### config.mk
export PLATFORM = sky130hd
export DESIGN_NAME = q2e_fifo
export DESIGN_NICKNAME = d
export VERILOG_FILES = /design/src/rtl/q2e_pkg.sv /design/src/rtl/q2e_fifo.sv
export VERILOG_INCLUDE_DIRS = /design/src /design/src/rtl
export SDC_FILE = /design/constraint.sdc
export NUM_CORES = 1
export LEC_CHECK = 0
export BUFFER_PORTS_ARGS = -buffer_cell sky130_fd_sc_hd__buf_2
export CELL_PAD_IN_SITES_DETAIL_PLACEMENT = 0
export CELL_PAD_IN_SITES_GLOBAL_PLACEMENT = 1
export CORE_UTILIZATION = 54
export DETAILED_ROUTE_END_ITERATION = 7
export PLACE_DENSITY = 0.82
export SYNTH_ARGS = -nofsm -noshare
export SYNTH_HDL_FRONTEND = slang
export SYNTH_SLANG_ARGS = --single-unit
### constraint.sdc
create_clock -name clock -period 16.15 [get_ports clock]
set_clock_uncertainty 0.05 [all_clocks]
set_input_delay 3.23 -clock clock [delete_from_list [all_inputs] [get_ports clock]]
set_output_delay 3.23 -clock clock [all_outputs]
set_load 0.1 [all_outputs]
### src/rtl/quaternion_to_euler_defines.svh
// ----------------------------------------------------------------------------
// quaternion_to_euler_defines
// Assertion macros shared by the quaternion to Euler block.
// ----------------------------------------------------------------------------
`ifndef QUATERNION_TO_EULER_DEFINES_SVH
`define QUATERNION_TO_EULER_DEFINES_SVH
`ifndef ASSERT_OFF
`define Q2E_ASSERT(label, clk, rst, prop) \
   label: assert property (@(posedge clk) disable iff (rst) (prop)) else $error("%m failed");
`define Q2E_ASSERT_NR(label, clk, prop) \
   label: assert property (@(posedge clk) (prop)) else $error("%m failed");
`else
`define Q2E_ASSERT(label, clk, rst, prop)
`define Q2E_ASSERT_NR(label, clk, prop)
`endif
`endif

### src/rtl/q2e_pkg.sv
// ----------------------------------------------------------------------------
// q2e_pkg
// Shared types and constants for the quaternion to Euler angle block.
// ----------------------------------------------------------------------------
`default_nettype none
package q2e_pkg;
   localparam int QuatBits    = 16;
   localparam int CordicSteps = 25;
   localparam int AngFrac     = 12;
   localparam int OpW         = 64;   // CORDIC datapath width
   localparam int AngW        = 34;   // angle accumulator width
   localparam logic signed [AngW-1:0] Ang180 = 34'sd73728000;
   localparam logic signed [OpW-1:0]  GainQ20 = 64'sd1726753;
   localparam int FifoDepth   = 4;
   localparam int FifoAw      = 2;

   // classified word passed from front to back
   typedef struct packed {
      logic               degen;
      logic signed [36:0] roll_y;
      logic signed [36:0] roll_x;
      logic signed [36:0] yaw_y;
      logic signed [36:0] yaw_x;
      logic signed [36:0] pitch_t;
   } work_type;

   function automatic logic signed [AngW-1:0] atan_entry(input int i);
      case (i)
         0: atan_entry = 34'sd18432000;  1: atan_entry = 34'sd10881045;
         2: atan_entry = 34'sd5749245;   3: atan_entry = 34'sd2918407;
         4: atan_entry = 34'sd1464867;   5: atan_entry = 34'sd733147;
         6: atan_entry = 34'sd366663;    7: atan_entry = 34'sd183343;
         8: atan_entry = 34'sd91673;     9: atan_entry = 34'sd45837;
         10: atan_entry = 34'sd22918;    11: atan_entry = 34'sd11459;
         12: atan_entry = 34'sd5730;     13: atan_entry = 34'sd2865;
         14: atan_entry = 34'sd1432;     15: atan_entry = 34'sd716;
         16: atan_entry = 34'sd358;      17: atan_entry = 34'sd179;
         18: atan_entry = 34'sd90;       19: atan_entry = 34'sd45;
         20: atan_entry = 34'sd22;       21: atan_entry = 34'sd11;
         22: atan_entry = 34'sd6;        23: atan_entry = 34'sd3;
         24: atan_entry = 34'sd1;
         default: atan_entry = '0;
      endcase
   endfunction
endpackage
`default_nettype wire

### src/rtl/q2e_fifo.sv
// ----------------------------------------------------------------------------
// q2e_fifo
// Short queue between front and back ends.
// ----------------------------------------------------------------------------
`default_nettype none
`include "quaternion_to_euler_defines.svh"
module q2e_fifo import q2e_pkg::*; (
   input  wire logic     clock,
   input  wire logic     reset,
   input  wire logic     wr_valid,
   output logic          wr_stall,
   input  wire work_type wr_word,
   output logic          rd_valid,
   input  wire logic     rd_stall,
   output work_type      rd_word
);
   work_type             mem_ff [FifoDepth];
   logic [FifoAw-1:0]    wp_ff, rp_ff;
   logic [FifoAw:0]      cnt_ff;
   logic                 push, pop;

   assign wr_stall = (cnt_ff == (FifoAw+1)'(FifoDepth));
   assign rd_valid = (cnt_ff != '0);
   assign rd_word  = mem_ff[rp_ff];
   assign push     = wr_valid && !wr_stall;
   assign pop      = rd_valid && !rd_stall;

   always_ff @(posedge clock) begin
      if (reset) begin
         wp_ff <= '0; rp_ff <= '0; cnt_ff <= '0;
      end else begin
         if (push) wp_ff <= wp_ff + 1'b1;
         if (pop)  rp_ff <= rp_ff + 1'b1;
         cnt_ff <= cnt_ff + (FifoAw+1)'(push) - (FifoAw+1)'(pop);
      end
      if (push) mem_ff[wp_ff] <= wr_word;
   end

   `Q2E_ASSERT(a_no_overflow, clock, reset, cnt_ff <= (FifoAw+1)'(FifoDepth))
   `Q2E_ASSERT(a_full_stalls, clock, reset, (cnt_ff == (FifoAw+1)'(FifoDepth)) |-> wr_stall)
   `Q2E_ASSERT(a_cnt_track, clock, reset, (push && !pop && !$past(reset)) |=> cnt_ff == $past(cnt_ff) + 1'b1)
endmodule
`default_nettype wire

==> results of run 1 <==
## cell usage in the layout (no fill, tap or decap)
cell type,n
bufinv_16,1
clkinvlp_4,1
nor3b_1,2
nor2b_1,2
dfxtp_4,2
clkbuf_1,19
mux2_2,1
nor2_1,5
clkbuf_16,78
inv_6,3
or3_1,2
and2_1,1
clkinv_8,2
a21oi_1,3
buf_2,377
buf_4,15
nand2b_1,2
clkbuf_8,4
mux4_2,186
and2_4,4
fa_1,1
inv_1,7
mux2i_1,1
dfxtp_1,7
o21ai_0,2
clkinv_1,22
clkinv_2,9
ha_1,6
xor2_1,1
buf_12,1
nor3_1,2
diode_2,10
edfxtp_1,744
## state kept, by name (all words and copies together), names as in the netlist, named ones only
| name | cells |
|---|---|
| mem_ff | 744 |
| cnt_ff | 3 |
| rp_ff | 2 |
| wp_ff | 2 |
## stage by stage
stage / area (um2) / hold slack (ns)
after detailed placement: 29900 / 0.459
after global routing: 32200 / 0.485
final: 32200 / 0.463
after CTS: 32200 / 0.469
after global placement: 29900 / 0.446
after floorplan: 27300 / 0.432
## critical path, cell delays in order, from the launching register on
cell     delay [ns]
dfxtp_4        0.86
buf_12         0.59
buf_4          0.87
mux4_2         0.61
buf_2          0.32
## final cells by class
cell class / count / area [um2]
antenna: 10 / 25.0
inverter: 7 / 26.3
clock inverter: 38 / 224
sequential: 753 / 22500
clock buffer: 101 / 2080
tap: 672 / 841
fill: 3270 / 17900
timing repair buffer: 393 / 2020
multi-input combinational: 221 / 4460
## kinds of logic (layout without fill, tap and decap cells)
logic type,Yosys count,after routing,synth area share (%)
buffers and inverters,50,539,1.25
flip-flops,753,753,82.5
AO/OA/AOI/OAI,5,5,0.0916
XOR/XNOR,1,1,0.0321
AND/OR/NAND/NOR,20,20,0.412
multiplexers,188,188,15.4
adder cells (fa/ha/maj),7,7,0.348
other,0,10,0
## where the power goes
| part | switching (uW) | internal (uW) | leakage [uW] | total [uW] |
|---|---|---|---|---|
| clock | 691 | 921 | 0.00112 | 1610 |
| combinational | 1880 | 456 | 0.00270 | 2330 |
| sequential | 73.2 | 2370 | 0.00689 | 2450 |
| total | 2640 | 3750 | 0.0107 | 6390 |
## per-layer routing
layer  up-vias  GRT usage [%]  part of all wire, %
li1       5304              -                    -
met1      6363           25.2                   38
met2       410           33.3                   51
met3       102           7.49                  8.4
met4        12           5.99                  2.3
met5         -              0                 0.15
## worst paths after layout
path                               from  slack [ns]                      end  depth (start not counted)
hold / removal    wp_ff[1]$_SDFFE_PP0P_        0.46    wp_ff[1]$_SDFFE_PP0P_                          2
setup / recovery                   flop        8.63               rd_word[6]                          4
hold reg to reg   wp_ff[1]$_SDFFE_PP0P_        0.46    wp_ff[1]$_SDFFE_PP0P_                          2
setup reg to reg   cnt_ff[1]$_SDFF_PP0_       12.56  mem_ff[3][40]$_DFFE_PP_                          5
==> metrics.md, run 1 <==
| Metric | Value |
|---|---|
| Antenna Nets Post-Route | 0 |
| Sink Count | 753 |
| Period minus WS final | approximately 7.5 ns |
| CTS Buffer Depth | 3 |
| Pwr Density | a little under 200 nW/um2 |
| Mapped Cells | ~1,000 |
| YS warnings | 0 |
| # IOs | around 380 |
| Num CTS Buffers | 76 |
| Critical Path RT | ~13 ns |
| IR drop worst, VDD | 0.173 mV |
| First-pass GRT wire length | approximately 76 mm |
| Drt first-iter violations | 883 |
| Syn Std Cell Area | 27,300 um2 |
| FMAX | ~130 MHz |
| # hold bufs at CTS | 0 |
| Resize count post-CTS | 0 |
| Area Overhead vs Synth | 17.9% |
| Most instantiated library cell after synthesis | edfxtp_1 |
| CTS tree | built |
| Synth cell count leaders | edfxtp_1 (744), mux4_2 (186), buf_2 (20) |
| Drt wl/cell | roughly 24 um |
| Setup WS post-layout | roughly 8.6 ns |
| Final hold vios | 0 |
| Max cap viols | 0 |
| Ranking of synthesized cells by area | edfxtp_1 (82%), mux4_2 (15%), buf_6 (0.70%) |
| Total wire length | around 52 mm |
| Min-Delay Path Class | flop to flop |
| Final net count | 1,649 |
| Residual DRC | 0 |
| Number of synthesized flops with an enable pin | between 700 and 800 |
| Skew-Pair Late Insertion Delay | approximately 0.6 ns |
| DP Cell Count | ~2,000 |
| Worst-path maximum fanout | 102 |
| Port buffer count | around 380 |
| Initial core utilization | 54.6% |
| Largest net degree at the start of global routing | between 100 and 150 |
| Register area share after synthesis | approximately 80% |
| Final HPWL DP | 30.9 mm |
| Top FF cell, synth | edfxtp_1 |
| #FFs+latches synth | 753 |
| Vias | about 12,000 |
| # rows | 82 |
| Die W | between 200 and 250 um |
| WS Path Type | flop to output port |
| Drt pass-1 iters | 5 |
| Cell Count, Final, Fillers Out | approximately 2,200 |
| Initial antenna violation count | 14 |
| Net count after synthesis | around 1,200 |
| Die area | slightly above 50,000 um2 |
| H-tree depth | 3 |
| Outcome | finished, final reports clean |
| Setup TNS | 0 ns |
| Post-Route Utilization | about 64% |
| Period utilisation layout | 46.6% |
| GRT Residual Overflow | 0 |
| RSZ-0062 raised after global routing | no |
| Final slew viol count | 0 |
| Die Ht | around 230 um |
| Worst slew margin | 25.7% |
| Tot Pwr | 6390 uW |
| Vias in the first global route | 12,600 |
| Static Leak | 0.0107 uW |
| Worst slack, placed | 9.14 ns |
| Nature of the critical path endpoint | output port |
| Post-CTS Setup Inserts | 0 |
| Mapped Avg Cell Area | 26.7 um2 |
| Vias/cell | about 5.6 |
| Total core area | about 50,000 um2 |
| Critical path startpoint category | flop |
| Placer Congestion | ~0.72 |
| Largest area contributor in the netlist | edfxtp_1 |
| Synth cell types | 21 |
| Clock-pin slew on the worst setup and hold paths | about 0.06 ns |
| Layout cells sized above 1 | between 40% and 50% |
| Root Buffer | clkbuf_16 |
| Synth top area share | approximately four fifths |
| Worst slew pin tran | around 1.1 ns |
| Asr flop ratio synth | 0% |
| Worst EP arrival | between 4 and 5 ns |
| Final count of negative-setup-slack endpoints | 0 |
| GRT Total Usage | between 20 and 25% |
Note: power is estimated with default switching activity, not from simulation.
==> inputs of run 2 (changes only) <==
--- a/config.mk
+++ b/config.mk
@@ -9,9 +9,9 @@
 export BUFFER_PORTS_ARGS = -buffer_cell sky130_fd_sc_hd__buf_2
 export CELL_PAD_IN_SITES_DETAIL_PLACEMENT = 0
 export CELL_PAD_IN_SITES_GLOBAL_PLACEMENT = 1
-export CORE_UTILIZATION = 54
+export CORE_UTILIZATION = 50
 export DETAILED_ROUTE_END_ITERATION = 7
-export PLACE_DENSITY = 0.82
+export PLACE_DENSITY = 0.77
 export SYNTH_ARGS = -nofsm -noshare
 export SYNTH_HDL_FRONTEND = slang
 export SYNTH_SLANG_ARGS = --single-unit
==> constraint.sdc (replaced) <==
create_clock -name clock -period 7.24 [get_ports clock]
set_clock_uncertainty 0.05 [all_clocks]
set_input_delay 1.448 -clock clock [delete_from_list [all_inputs] [get_ports clock]]
set_output_delay 1.448 -clock clock [all_outputs]
set_load 0.1 [all_outputs]
==> run 2 against run 1 <==
Against the previous run:
- clock power is 130% higher
- worst hold slack gained 0.017 ns
- largest cell class unchanged
- register-to-register slack worse by 8.2 ns
- sequential power increased by 120%
- combinational power rose by 130%
- final cell count rose by 0.23%
- critical path type unchanged
- sequential share of layout area decreased by 0.25 points
- largest power group unchanged
- count of clock-buffer cells in the layout down 2
- critical path depth decreased by 1
- via count grew 0.26%
- critical endpoint is now rd_word[66]
==> metrics.md, run 2 (synthesized netlist as in run 1, its figures left out) <==
| Metric | Value |
|---|---|
| Final slew viol count | 0 (unchanged) |
| Most common cell after layout, fill and taps aside | edfxtp_1 |
| Clock-pin slew on the worst setup and hold paths | 0.06 ns (about the same) |
| # IOs | 378 (unchanged) |
| Initial antenna violation count | 16 (+2) |
| CTS Buffer Depth | 3 (unchanged) |
| Hold WS | 0.480 ns (+0.0171 ns) |
| H-tree depth | 3 (unchanged) |
| Post-Route Utilization | 59.9% (-4.4 points) |
| Resize count post-CTS | 0 (unchanged) |
| CTS tree | built |
| Largest register by flop count | mem_ff |
| Die area | 55,600 um2 (+7.9%) |
| Root Buffer | clkbuf_16 |
| Outcome | finished, final reports clean |
| Max reg flops | 744 (unchanged) |
| Worst EP arrival | 2.97 ns (-1.27 ns) |
| Period utilisation layout | 61.7% |
| Drt first-iter violations | 630 (-29%) |
| Post-CTS Setup Inserts | 0 (unchanged) |
| Critical Path Slowest Stage Cell | buf_4 |
| Area Overhead vs Synth | 18.3% |
| RSZ-0062 raised after global routing | no |
| Setup TNS | 0 ns (unchanged) |
| Crit-path cells | buf_4 > mux4_2 > buf_2 |
| Total core area | 53,900 um2 (+7.7%) |
| Final hold vios | 0 (unchanged) |
| # rows | 85 (+3.7%) |
| Critical path's largest stage delay | 0.83 ns (-0.04 ns) |
| Crit path buf inv count | 2 (-1) |
| Setup WS post-layout | 2.77 ns (-5.85 ns) |
| Critical path startpoint category | flop |
| Die W | 236 um (+3.9%) |
| FMAX | between 200 and 250 MHz |
| Skew-Pair Late Insertion Delay | 0.60 ns (about the same) |
| Most frequent cells in the layout | edfxtp_1 (744), buf_2 (377), mux4_2 (186) |
| Critical Path RT | 5.74 ns (-7.13 ns) |
| Final HPWL DP | 30.3 mm (-1.8%) |
| Worst slew pin tran | 1.01 ns (-0.108 ns) |
| Drt wl/cell | 23.7 um (-0.30%) |
| Drt pass-1 iters | 5 (unchanged) |
| Vias | 12,200 (+0.26%) |
| Tot Pwr | 14,400 uW (+130%) |
| Worst-path maximum fanout | 64 (-37%) |
| Largest net degree at the start of global routing | 114 (+11%) |
| WS Path Type | flop to output port |
| Pwr Density | 446 nW/um2 (+120%) |
| Worst slack, placed | 3.30 ns (-5.84 ns) |
| Min-Delay Path Class | flop to flop |
| Nature of the critical path endpoint | output port |
| Antenna Nets Post-Route | 0 (unchanged) |
| Final count of negative-setup-slack endpoints | 0 (unchanged) |
| Residual DRC | 0 (unchanged) |
| Total wire length | 52.1 mm (about the same) |
| Num CTS Buffers | 75 (-1.3%) |
| Layout cells sized above 1 | 45.1% (-0.15 points) |
| Static Leak | 0.0107 uW (+0.12%) |
| # hold bufs at CTS | 0 (unchanged) |
| IR drop worst, VDD | 0.348 mV (+100%) |
| Worst slew margin | 32.9% (+7.2 points) |
| CP delay by family, top | buffers and inverters |
| Port buffer count | 377 (unchanged) |
| Placer Congestion | 0.747 (+3.4%) |
| Period minus WS final | roughly 4.5 ns |
| GRT Residual Overflow | 0 (unchanged) |
| GRT Total Usage | 19.1% (-1.1 points) |
| Vias/cell | 5.56 (about the same) |
| Max cap viols | 0 (unchanged) |
| Vias in the first global route | 13,000 (+2.7%) |
| First-pass GRT wire length | 78.7 mm (+3.9%) |
| Final net count | 1,644 (-0.30%) |
| Die Ht | 236 um (+3.9%) |
| Filler instances | 3,772 (+15%) |
| Sink Count | 753 (unchanged) |
| Biggest regs | mem_ff (744), cnt_ff (3) |
| Initial core utilization | 50.7% (-3.9 points) |
run 2: routing by layer:
metal	vias up	global-route usage, %	routed length, um
met5	-	0	155
met4	24	5.61	1160
met3	105	6.67	4250
met2	358	30.5	25800
met1	6441	24.9	20700
li1	5295	-	-
run 2: path summary, 6_finish.rpt:
kind	cells after the start	to	slack [ns]	start
setup / recovery	3	rd_word[66]	2.77	flop
hold / removal	2	wp_ff[0]$_SDFFE_PP0P_	0.48	wp_ff[0]$_SDFFE_PP0P_
setup reg to reg	4	mem_ff[2][41]$_DFFE_PP_	4.38	cnt_ff[1]$_SDFF_PP0_
hold reg to reg	2	wp_ff[0]$_SDFFE_PP0P_	0.48	wp_ff[0]$_SDFFE_PP0P_
run 2: final cells by class:
class,count,area (um2),share of cell area [%]
repair buffers,389,2060,6.39
diodes,6,15.0,0.0465
inverters,7,26.3,0.0813
flip-flops and latches,753,22500,69.7
multi-input cells,221,4460,13.8
well taps,696,871,2.69
clock inverters,29,333,1.03
clock buffers,99,2020,6.25
run 2: worst min-delay path, delay by kind of cell (launching register included):
kind | cells | cell delay (ns)
compound gates | 2 | 0.14
flops | 1 | 0.34
run 2: power breakdown:
group	switching (uW)	leakage [uW]	internal, uW
registers	125	0.00689	5290
logic	4230	0.00269	1030
clock network	1520	0.00114	2210
run 2: stage by stage:
step / cell area, um2 / instances
floorplan: 27300 / 1024
global placement: 30000 / 2066
detailed placement: 30000 / 2066
CTS: 32300 / 2194
global route: 32300 / 2197
finish: 32300 / 2200
==> inputs of run 3 (changes only) <==
==> constraint.sdc (replaced) <==
create_clock -name clock -period 4.6 [get_ports clock]
set_clock_uncertainty 0.05 [all_clocks]
set_input_delay 0.92 -clock clock [delete_from_list [all_inputs] [get_ports clock]]
set_output_delay 0.92 -clock clock [all_outputs]
set_load 0.1 [all_outputs]
==> run 3 against run 2 <==
Against the previous run:
- sequential power is 58% higher
- wire length is 0.74% higher
- flip-flop and latch count stayed put
- count of clock-buffer cells in the layout is 11 lower
- setup slack worse by 1.8 ns
- power is 59% higher
- global-route usage is 0.23 points higher
- final cell count is 1.5% higher
- critical path depth stayed put
- sequential share of layout area is 0.77 points lower
- die area stayed put
- register-to-register slack worse by 2.2 ns
- highest routed layer unchanged
==> metrics.md, run 3 (synthesized netlist as in run 1, its figures left out) <==
| Metric | Value |
|---|---|
| Logic pwr share | 36.5% (about the same) |
| Setup WS post-layout | 0.927 ns (-1.85 ns) |
| Total wire length | 52.5 mm (+0.74%) |
| WL met2 | 26.5 mm (+2.7%) |
| FMAX | 272 MHz |
| Initial core utilization | 50.7% (unchanged) |
| CTS Buffer Depth | 3 (unchanged) |
| Critical Path RT | 3.63 ns (-2.11 ns) |
| Num CTS Buffers | 76 (+1.3%) |
| Register share of total power | 37.5% (about the same) |
| IR drop worst, VDD | 0.576 mV (+65%) |
| Final HPWL DP | 32.3 mm (+6.5%) |
| Biggest regs | mem_ff (744), cnt_ff (3) |
| Largest register by flop count | mem_ff |
| # rows | 85 (unchanged) |
| Min-Delay Path Class | flop to flop |
| Outcome | finished, final reports clean |
| # IOs | 378 (unchanged) |
| Nature of the critical path endpoint | output port |
| Port buffer count | 377 (unchanged) |
| Area Overhead vs Synth | 19.6% |
| Final hold vios | 0 (unchanged) |
| Vias/cell | 5.51 (-0.85%) |
| Placer Congestion | 0.742 (-0.60%) |
| Vias in the first global route | 13,000 (-0.24%) |
| RSZ-0062 raised after global routing | no |
| Drt first-iter violations | 785 (+25%) |
| Worst EP arrival | 2.70 ns (-0.27 ns) |
| Sw Ratio | 40.8% (about the same) |
| Worst slew margin | 33.1% (+0.20 points) |
| Clock-pin slew on the worst setup and hold paths | 0.06 ns (about the same) |
| Period minus WS final | between 3 and 4 ns |
| Initial antenna violation count | 10 (-6) |
| Resize count post-CTS | 0 (unchanged) |
| Max Used Layer | met5 |
| Most frequent cells in the layout | edfxtp_1 (744), buf_2 (377), mux4_2 (186) |
| Root Buffer | clkbuf_16 |
| Sw Pwr | 9320 uW (+59%) |
| First-pass GRT wire length | 79.5 mm (+0.93%) |
| Worst slew pin tran | 1.00 ns (-0.00304 ns) |
| Sink Count | 753 (unchanged) |
| M1 wire length | 20.5 mm (-0.87%) |
| Hold path cells | 2 (unchanged) |
| H-tree depth | 3 (unchanged) |
| Filler instances | 3,735 (-0.98%) |
| Die area | 55,600 um2 (unchanged) |
| Drt pass-1 iters | 5 (unchanged) |
| Static Leak | 0.0109 uW (+2.0%) |
| Layout cells sized above 1 | 47.0% (+1.9 points) |
| Largest net degree at the start of global routing | 129 (+13%) |
| Worst-path maximum fanout | 39 (-39%) |
| Most common cell after layout, fill and taps aside | edfxtp_1 |
| GRT Total Usage | 19.3% (+0.23 points) |
| Vias | 12,300 (+0.59%) |
| Final count of negative-setup-slack endpoints | 0 (unchanged) |
| R2r worst-path depth | 11 (+7) |
| Critical path startpoint category | flop |
| Int Pwr | 13,500 uW (+59%) |
| Worst slack, placed | 1.46 ns (-1.84 ns) |
| Die W | 236 um (unchanged) |
| Period utilisation layout | around four fifths |
| Die Ht | 236 um (unchanged) |
| Pwr Density | 699 nW/um2 (+57%) |
| Total core area | 53,900 um2 (unchanged) |
| WS Path Type | flop to output port |
| WL met3 | 4.17 mm (-1.8%) |
| Antenna Nets Post-Route | 0 (unchanged) |
| Setup TNS | 0 ns (unchanged) |
| Final slew viol count | 0 (unchanged) |
| Max reg flops | 744 (unchanged) |
| # hold bufs at CTS | 0 (unchanged) |
| Post-CTS Setup Inserts | 0 (unchanged) |
| Part of the power in the clock network | 26.1% (+0.2 points) |
| Max cap viols | 0 (unchanged) |
| Drt wl/cell | 23.5 um (-0.71%) |
| Skew-Pair Late Insertion Delay | 0.59 ns (about the same) |
| CTS tree | built |
| GRT Residual Overflow | 0 (unchanged) |
| Final net count | 1,671 (+1.6%) |
| Residual DRC | 0 (unchanged) |
run 3: cell types whose count changed in the layout (fill, tap and decap cells not counted), moves of 2 or more:
cell        change
buf_4          +19
clkinv_2       +12
clkbuf_1       -11
buf_12          +7
clkinv_4        +4
clkinvlp_4      +2
run 3: power by group through the flow:
stage / sequential (uW) / clock [uW] / combinational (uW)
after floorplan: 8620 / 0 / 7130
after global placement: 8670 / 0 / 8400
after detailed placement: 8710 / 0 / 8410
after CTS: 8570 / 6100 / 8420
after global routing: 8620 / 6360 / 8590
final: 8560 / 5950 / 8330
run 3: worst max-delay path: stages (launching register included):
cell	delay (ns)
dfxtp_4	0.78
buf_12	0.39
mux4_2	0.60
buf_2	0.32
run 3: area by class of cell:
type	instances	area (um2)	area share, %
Clock inverter	47	438	1.34
Inverter	7	26.3	0.0804
Multi-Input combinational cell	221	4470	13.7
Antenna cell	5	12.5	0.0383
Clock buffer	88	1990	6.09
Timing Repair Buffer	415	2350	7.18
Sequential cell	753	22500	68.9
Tap cell	696	871	2.66
run 3: worst paths after layout:
path / from / end / slack, ns
setup / recovery: flop / rd_word[33] / 0.93
hold / removal: wp_ff[1]$_SDFFE_PP0P_ / wp_ff[1]$_SDFFE_PP0P_ / 0.47
setup reg to reg: cnt_ff[1]$_SDFF_PP0_ / cnt_ff[2]$_SDFF_PP0_ / 2.16
hold reg to reg: wp_ff[1]$_SDFFE_PP0P_ / wp_ff[1]$_SDFFE_PP0P_ / 0.47
run 3: metrics by stage:
step	instances	power [uW]	utilization [%]	hold slack, ns	cell area (um2)
global placement	2092	17100	56.1	0.440	30200
floorplan	1024	15800	-	0.432	27300
detailed placement	2092	17100	56.1	0.456	30200
finish	2232	22800	60.6	0.466	32700
CTS	2227	23100	60.6	0.436	32700
global route	2230	23600	60.6	0.448	32700
run 3: metal layers:
layer,up-vias,track usage [%]
met5,-,0
met4,12,6.22
met3,98,5.55
met2,430,31.1
met1,6410,25.7
li1,5345,-
